## config.mk

```make
export PLATFORM = sky130hd
export DESIGN_NAME = distance_line_parser
export DESIGN_NICKNAME = d
export VERILOG_FILES = /design/src/sv/dlp_pkg.sv /design/src/sv/dlp_char_parse.sv /design/src/sv/distance_line_parser.sv
export SDC_FILE = /design/constraint.sdc
export NUM_CORES = 1
export LEC_CHECK = 0
export BUFFER_PORTS_ARGS = -buffer_cell sky130_fd_sc_hd__buf_4
export CAP_MARGIN = 20
export CORE_MARGIN = 2
export CORE_UTILIZATION = 61
export DETAILED_ROUTE_END_ITERATION = 6
export PLACE_DENSITY = 0.82
export SETUP_SLACK_MARGIN = 0.3
export SLEW_MARGIN = 15
export SYNTH_ARGS = -nofsm -noshare
export SYNTH_HDL_FRONTEND = slang
export SYNTH_SLANG_ARGS = --single-unit
```

## constraint.sdc

```tcl
create_clock -name clk -period 11.45 [get_ports clk]
set_clock_uncertainty 0.05 [all_clocks]
set_input_delay 0.5725 -clock clk [delete_from_list [all_inputs] [get_ports clk]]
set_output_delay 0.5725 -clock clk [all_outputs]
set_load 0.005 [all_outputs]
```

## src/sv/dlp_pkg.sv

```systemverilog
// Shared constants, types and the prefix table for the distance line parser.
package dlp_pkg;

  localparam int unsigned LINE_CAPACITY_DEF = 64;
  localparam int unsigned PREFIX_LEN        = 9;
  localparam int unsigned ACC_W             = 14;
  localparam logic [31:0] TIMEOUT_RST       = 32'd100;
  localparam logic [ACC_W-1:0] VALUE_MAX    = 14'd9999;
  localparam logic [ACC_W-1:0] ACC_SAT      = 14'd10000;
  localparam logic [7:0] CH_CR    = 8'd13;
  localparam logic [7:0] CH_LF    = 8'd10;
  localparam logic [7:0] CH_SPACE = 8'd32;
  localparam logic [7:0] CH_TAB   = 8'd9;
  localparam logic [7:0] CH_PLUS  = 8'h2B;
  localparam logic [7:0] CH_MINUS = 8'h2D;
  localparam logic [7:0] CH_ZERO  = 8'h30;
  localparam logic [7:0] CH_NINE  = 8'h39;

  typedef enum logic [1:0] {
    PH_SKIP   = 2'd0,
    PH_DIGITS = 2'd1,
    PH_DONE   = 2'd2
  } phase_t;

  typedef struct packed {
    logic             prefix_ok;
    phase_t           phase;
    logic             neg;
    logic [ACC_W-1:0] acc;
  } parse_st_t;

  localparam parse_st_t PARSE_CLR = '{prefix_ok: 1'b1, phase: PH_SKIP, neg: 1'b0,
                                      acc: '0};

  // Expected character of "distance:" at each prefix position.
  function automatic logic [7:0] prefix_char(input logic [3:0] idx);
    logic [7:0] c;
    case (idx)
      4'd0:    c = 8'h64;  // d
      4'd1:    c = 8'h69;  // i
      4'd2:    c = 8'h73;  // s
      4'd3:    c = 8'h74;  // t
      4'd4:    c = 8'h61;  // a
      4'd5:    c = 8'h6E;  // n
      4'd6:    c = 8'h63;  // c
      4'd7:    c = 8'h65;  // e
      4'd8:    c = 8'h3A;  // :
      default: c = 8'h00;
    endcase
    return c;
  endfunction

endpackage

```

## src/sv/dlp_char_parse.sv

```systemverilog
// Parse step for one released character: prefix check, then atoi-style number.
module dlp_char_parse import dlp_pkg::*; #(
  parameter int unsigned LINE_CAPACITY = LINE_CAPACITY_DEF,
  localparam int unsigned LEN_W = $clog2(LINE_CAPACITY)
) (
  input  logic             en,
  input  logic [7:0]       ch,
  input  logic [LEN_W-1:0] pos,
  input  parse_st_t        st_in,
  output parse_st_t        st_out
);

  logic             in_prefix;
  logic             is_blank;
  logic             is_sign;
  logic             is_digit;
  logic [ACC_W+2:0] acc_wide;

  assign in_prefix = pos < LEN_W'(PREFIX_LEN);
  assign is_blank  = (ch == CH_SPACE) || ((ch >= CH_TAB) && (ch <= CH_CR));
  assign is_sign   = (ch == CH_PLUS) || (ch == CH_MINUS);
  assign is_digit  = (ch >= CH_ZERO) && (ch <= CH_NINE);
  // acc * 10 + digit, with acc at most 10000 this fits in 17 bits.
  assign acc_wide  = {st_in.acc, 3'b000} + {2'b00, st_in.acc, 1'b0}
                   + {(ACC_W-1)'(0), ch[3:0]};

  always_comb begin
    st_out = st_in;
    if (en) begin
      if (in_prefix) begin
        if (ch != prefix_char(pos[3:0])) begin
          st_out.prefix_ok = 1'b0;
        end
      end else if ((st_in.phase == PH_SKIP) && is_blank) begin
        st_out = st_in;
      end else if ((st_in.phase == PH_SKIP) && is_sign) begin
        st_out.neg   = (ch == CH_MINUS);
        st_out.phase = PH_DIGITS;
      end else if ((st_in.phase == PH_SKIP) || (st_in.phase == PH_DIGITS)) begin
        if (is_digit) begin
          st_out.phase = PH_DIGITS;
          st_out.acc   = (acc_wide > (ACC_W+3)'(ACC_SAT)) ? ACC_SAT : acc_wide[ACC_W-1:0];
        end else begin
          st_out.phase = PH_DONE;
        end
      end
    end
  end

endmodule

```

## src/sv/distance_line_parser.sv

```systemverilog
// Top level of the distance line parser.
// Takes one received byte with its millisecond timestamp per request and returns one result
// per request: the held distance and flags telling whether this byte ended a line and whether
// that line carried a valid "distance:NNN" value (0 to 9999). Each byte is handled in a single
// pass of logic into an output register, so a request is accepted every cycle as long as the
// result side keeps taking results; out_valid is set in the cycle after acceptance.
// A gap longer than cfg timeout discards the partial line; a line also ends when
// LINE_CAPACITY-1 characters are stored. The newest stored character is parsed only when the
// next one arrives, so the CR before LF is never parsed.
module distance_line_parser import dlp_pkg::*; #(
  parameter int unsigned LINE_CAPACITY = LINE_CAPACITY_DEF
) (
  input  logic        clk,
  input  logic        rst_n,
  input  logic        in_valid,
  output logic        in_ready,
  input  logic [7:0]  in_rx_byte,
  input  logic [31:0] in_now_ms,
  output logic        out_valid,
  input  logic        out_ready,
  output logic [13:0] out_distance_out,
  output logic        out_line_done,
  output logic        out_updated,
  input  logic        cfg_wr_en,
  input  logic [31:0] cfg_wr_data
);

  localparam int unsigned LEN_W = $clog2(LINE_CAPACITY);

  logic [31:0]      timeout_r;
  logic [31:0]      last_time_r;
  logic [7:0]       prev_byte_r;
  logic [LEN_W-1:0] len_r, len_nxt;
  logic [7:0]       held_r, held_nxt;
  parse_st_t        pst_r, pst_nxt;
  logic [13:0]      dist_r, dist_nxt;
  logic             out_valid_r;
  logic [13:0]      out_dist_r;
  logic             out_done_r;
  logic             out_upd_r;

  logic             accept;
  logic             timed_out;
  logic [LEN_W-1:0] len_eff;
  logic [7:0]       held_eff;
  parse_st_t        pst_eff;
  parse_st_t        pst_parsed;
  logic             done_c;
  logic             upd_c;

  assign accept   = in_valid && in_ready;
  assign in_ready = !out_valid_r || out_ready;

  // Line state as seen after a possible timeout discard.
  assign timed_out = (in_now_ms - last_time_r) > timeout_r;
  assign len_eff   = timed_out ? '0 : len_r;
  assign held_eff  = timed_out ? 8'h00 : held_r;
  assign pst_eff   = timed_out ? PARSE_CLR : pst_r;

  assign done_c = ((prev_byte_r == CH_CR) && (in_rx_byte == CH_LF))
               || (len_eff >= LEN_W'(LINE_CAPACITY - 1));

  dlp_char_parse #(
    .LINE_CAPACITY(LINE_CAPACITY)
  ) u_parse (
    .en     (len_eff != '0),
    .ch     (held_eff),
    .pos    (len_eff - LEN_W'(1)),
    .st_in  (pst_eff),
    .st_out (pst_parsed)
  );

  always_comb begin
    upd_c    = 1'b0;
    dist_nxt = dist_r;
    if (done_c) begin
      len_nxt  = '0;
      held_nxt = 8'h00;
      pst_nxt  = PARSE_CLR;
      // Need the prefix plus the dropped character at the end.
      if (pst_eff.prefix_ok && (len_eff >= LEN_W'(PREFIX_LEN + 1))) begin
        if (pst_eff.neg) begin
          if (pst_eff.acc == '0) begin
            dist_nxt = '0;
            upd_c    = 1'b1;
          end
        end else if (pst_eff.acc <= VALUE_MAX) begin
          dist_nxt = pst_eff.acc;
          upd_c    = 1'b1;
        end
      end
    end else begin
      len_nxt  = len_eff + LEN_W'(1);
      held_nxt = in_rx_byte;
      pst_nxt  = pst_parsed;
    end
  end

  always_ff @(posedge clk) begin
    if (!rst_n) begin
      timeout_r   <= TIMEOUT_RST;
      last_time_r <= '0;
      prev_byte_r <= '0;
      len_r       <= '0;
      held_r      <= '0;
      pst_r       <= PARSE_CLR;
      dist_r      <= '0;
      out_valid_r <= 1'b0;
    end else begin
      if (cfg_wr_en) begin
        timeout_r <= cfg_wr_data;
      end
      if (accept) begin
        last_time_r <= in_now_ms;
        prev_byte_r <= in_rx_byte;
        len_r       <= len_nxt;
        held_r      <= held_nxt;
        pst_r       <= pst_nxt;
        dist_r      <= dist_nxt;
        out_valid_r <= 1'b1;
      end else if (out_ready) begin
        out_valid_r <= 1'b0;
      end
    end
  end

  always_ff @(posedge clk) begin
    if (accept) begin
      out_dist_r <= dist_nxt;
      out_done_r <= done_c;
      out_upd_r  <= upd_c;
    end
  end

  assign out_valid        = out_valid_r;
  assign out_distance_out = out_dist_r;
  assign out_line_done    = out_done_r;
  assign out_updated      = out_upd_r;

  a_upd_needs_done: assert property (@(posedge clk) disable iff (!rst_n)
    out_valid |-> (!out_updated || out_line_done))
    else $error("update reported without a line end");

  a_dist_range: assert property (@(posedge clk) disable iff (!rst_n)
    dist_r <= VALUE_MAX)
    else $error("held distance out of range");

  a_len_bound: assert property (@(posedge clk) disable iff (!rst_n)
    len_r <= LEN_W'(LINE_CAPACITY - 1))
    else $error("line length beyond capacity");

  a_done_clears: assert property (@(posedge clk) disable iff (!rst_n)
    (accept && done_c) |=> (len_r == '0 && pst_r.prefix_ok))
    else $error("line state not cleared after line end");

endmodule

```

==> results.cfg <==
[synthesis]
syn_area_per_cell_um2 = 8.19
synth_ff_type = dfxtp_1
yosys.cell_types.count = 84
synth_enable_flop_cells = 16
yosys_warnings = 0
yosys.area.top_type = dfxtp_1
ys_top_cells_by_area = dfxtp_1, ha_1, nand2_1
synthArstFlopShare = 0
seq_area_frac_synth = 0.295
synthCells = 1185
synth_fp_nets = 1363
synth.top_cell.area_share = 0.246
syn_area_mm2 = 0.00970
synth-seq-cells = 135

[cells_and_area]
n_fill_cell = 1265
drive_gt1_frac = 0.131
fin_cells = 1480
fin_util = 0.708
final_cell_mix = nand2_1, dfxtp_1, inv_1, ha_1, buf_4
fin_nets = 1428
final_common_cell = nand2_1
syn_to_final_growth_pct = 14.7

[detailed_routing]
wl_mm = 23.4
wl_per_cell_um = 15.8
first_pass_iters = 5
via_per_inst = 5.88
ant_nets = 0
vias = 8707
drt_iter0_drc = 653
drcViolationCount = 0

[worst_setup_path]
worstPathRequired_ns = 11.70
reg2reg_from = last_time_r[16]
cp_max_fo = 49
worstSetupEndpointType = flip-flop
startpoint_type = flip-flop
r2r_cells = 35
path_class = flip-flop to flip-flop
startpoint = last_time_r[16]
cp-endpoint = pst_r[1]
cpMaxStageDelayCell = a2111oi_0
critical_path_arrival_ns = 8.71
rr_endpoint = pst_r[1]
max_stage_delay_ns = 0.51
r2r_setup_slack_ns = 2.98

[run_status]
status = complete, no violations

[sta]
setup_viol = 0
finalMaxSlewViolations = 0
hold_viol = 0
fmax_mhz = 118
tightest_slew_ns = 0.916
fin_setup_tns_ns = 0
rsz0062_at_grt = no
fin_crit_sh = 0.740
layout_min_cycle_time_ns = 8.47
slew_headroom = 0.388

[pwr]
ir_worst_vdd_mv = 0.109
switchingPower_mw = 0.426
leakage_nw = 4.78
switching_share = 0.297
p_per_area_mw_per_mm2 = 129
clkPwrFrac = 0.409
power_frac_comb = 0.233
internal-power_mw = 1.01
power_frac_seq = 0.358

[die]
dieArea_mm2 = 0.0169
rows = 46
io_pins = 95
coreArea_mm2 = 0.0157
initial_core_util = 0.617
die_h_um = 130
die_w_um = 130

[global_route]
gr-total-overflow = 0
grt_use_total = 0.281
grt_start_max_net_pins = 70
grt_pass1_wl_mm = 38.5
antenna_found_initial = 1
grt_pass1_vias = 8117

[clock_network]
clkTransAtPathRegs_ns = 0.06
cts.htree.levels = 4
post_cts_buffers = 0
cts_made_buffers = 17
clk_path_buf_depth = 2
cts.sinks = 135
root_buffer = clkbuf_16
clk_latency_ns = 0.43
cts_tree = built
cts_hold_buffers = 0
cts_resized = 0

[hold_path]
hp-class = primary input to flip-flop

[placement]
hpwlAfterDp_mm = 17.1
place.gp.congestion = 0.936
dp.cells = 1447
port_buffers = 94

[job]
max_cap_viol_count = 0
-- cells in the mapped netlist, types with 5 or more instances --
cell type    n
o221a_1     10
a21boi_0    52
buf_2        5
nand4_1     17
inv_1      109
edfxtp_1    16
nor3_1      21
o21ai_0     35
a21o_1      24
a211oi_1     8
nand3_1     28
xnor2_1     32
and3_1       5
nor4_1       5
nor2b_1     55
ha_1        98
a41oi_1      6
or3_1        5
a31oi_1      7
nand2b_1     7
and2_1      11
o21a_1       9
nand2_1    153
o21bai_1     5
clkbuf_1    41
xor2_1      12
mux2i_1     31
a21oi_1     73
o21ai_1      9
nor2_1      69
o211ai_1     6
dfxtp_1    119
-- logic make-up after synthesis --
group	share of synthesized area
buffers and inverters	0.0645
adders and majority gates	0.133
DFF	0.295
AOI/OAI and AO/OA	0.233
muxes	0.0320
xor gates and xnor gates	0.0397
and+or+nand+nor	0.203
-- how the worst min path moves through the flow --
stage | startpoint | to | cells past startpoint
6_report | cfg_wr_data[2] | timeout_r[2] | 3
5_1_grt | cfg_wr_data[2] | timeout_r[2] | 3
4_1_cts | cfg_wr_data[2] | timeout_r[2] | 3
3_5_place_dp | last_time_r[5] | last_time_r[5] | 2
3_3_place_gp | prev_byte_r[3] | prev_byte_r[3] | 2
2_1_floorplan | prev_byte_r[0] | prev_byte_r[0] | 2
-- metrics by stage --
step           hold slack (ns)  setup slack [ns]  power, mW  area [µm²]
2_1_floorplan            0.389              3.32      0.770        9700
3_3_place_gp             0.401              2.88      0.839       10500
3_5_place_dp             0.407              2.70      0.849       10500
4_1_cts                  0.316              3.06       1.44       11100
5_1_grt                  0.324              2.22       1.50       11100
6_report                 0.325              2.98       1.43       11100
-- power groups by stage --
stage / combinational [mW] / clock (mW) / sequential, mW
final: 0.334 / 0.586 / 0.513
after floorplan: 0.253 / 0 / 0.517
after detailed placement: 0.326 / 0 / 0.523
after global placement: 0.318 / 0 / 0.522
after global routing: 0.374 / 0.611 / 0.515
after CTS: 0.332 / 0.591 / 0.513
-- area by class of cell --
cell class | instances | area [µm²] | area share
multi-input cells | 889 | 6220 | 0.559
flip-flops and latches | 135 | 2860 | 0.257
repair buffers | 98 | 736 | 0.0661
clock buffers | 20 | 468 | 0.0421
inverters | 109 | 409 | 0.0368
well taps | 216 | 270 | 0.0243
clock inverters | 12 | 163 | 0.0146
diodes | 1 | 2.50 | 0.000225
-- critical path: cells and delay by family, from the launching register on --
family                   cells  cell delay, ns
buffers and inverters        3            0.29
AND/OR/NAND/NOR             11            2.01
flip-flops                   1            0.32
XOR/XNOR                     1            0.12
adder cells (fa/ha/maj)      4            1.30
AO/OA/AOI/OAI               16            4.22
-- registers in the layout, summed over array words and instances (netlist names), 6 cells and up --
name / cells
last_time_r: 32
timeout_r: 32
pst_r: 18
dist_r: 14
out_distance_out: 14
held_r: 8
prev_byte_r: 8
len_r: 6
-- metal layers --
| metal | share of wire | routed length (µm) | vias to the layer above | GRT usage |
|---|---|---|---|---|
| met2 | 0.47 | 11100 | 282 | 0.471 |
| met5 | 0 | 0 | - | 0 |
| met4 | 0.016 | 376 | 0 | 0.0841 |
| met3 | 0.056 | 1320 | 31 | 0.0541 |
| met1 | 0.45 | 10700 | 4102 | 0.370 |
| li1 | - | - | 4292 | - |
Note: power is estimated with default switching activity, not from simulation.
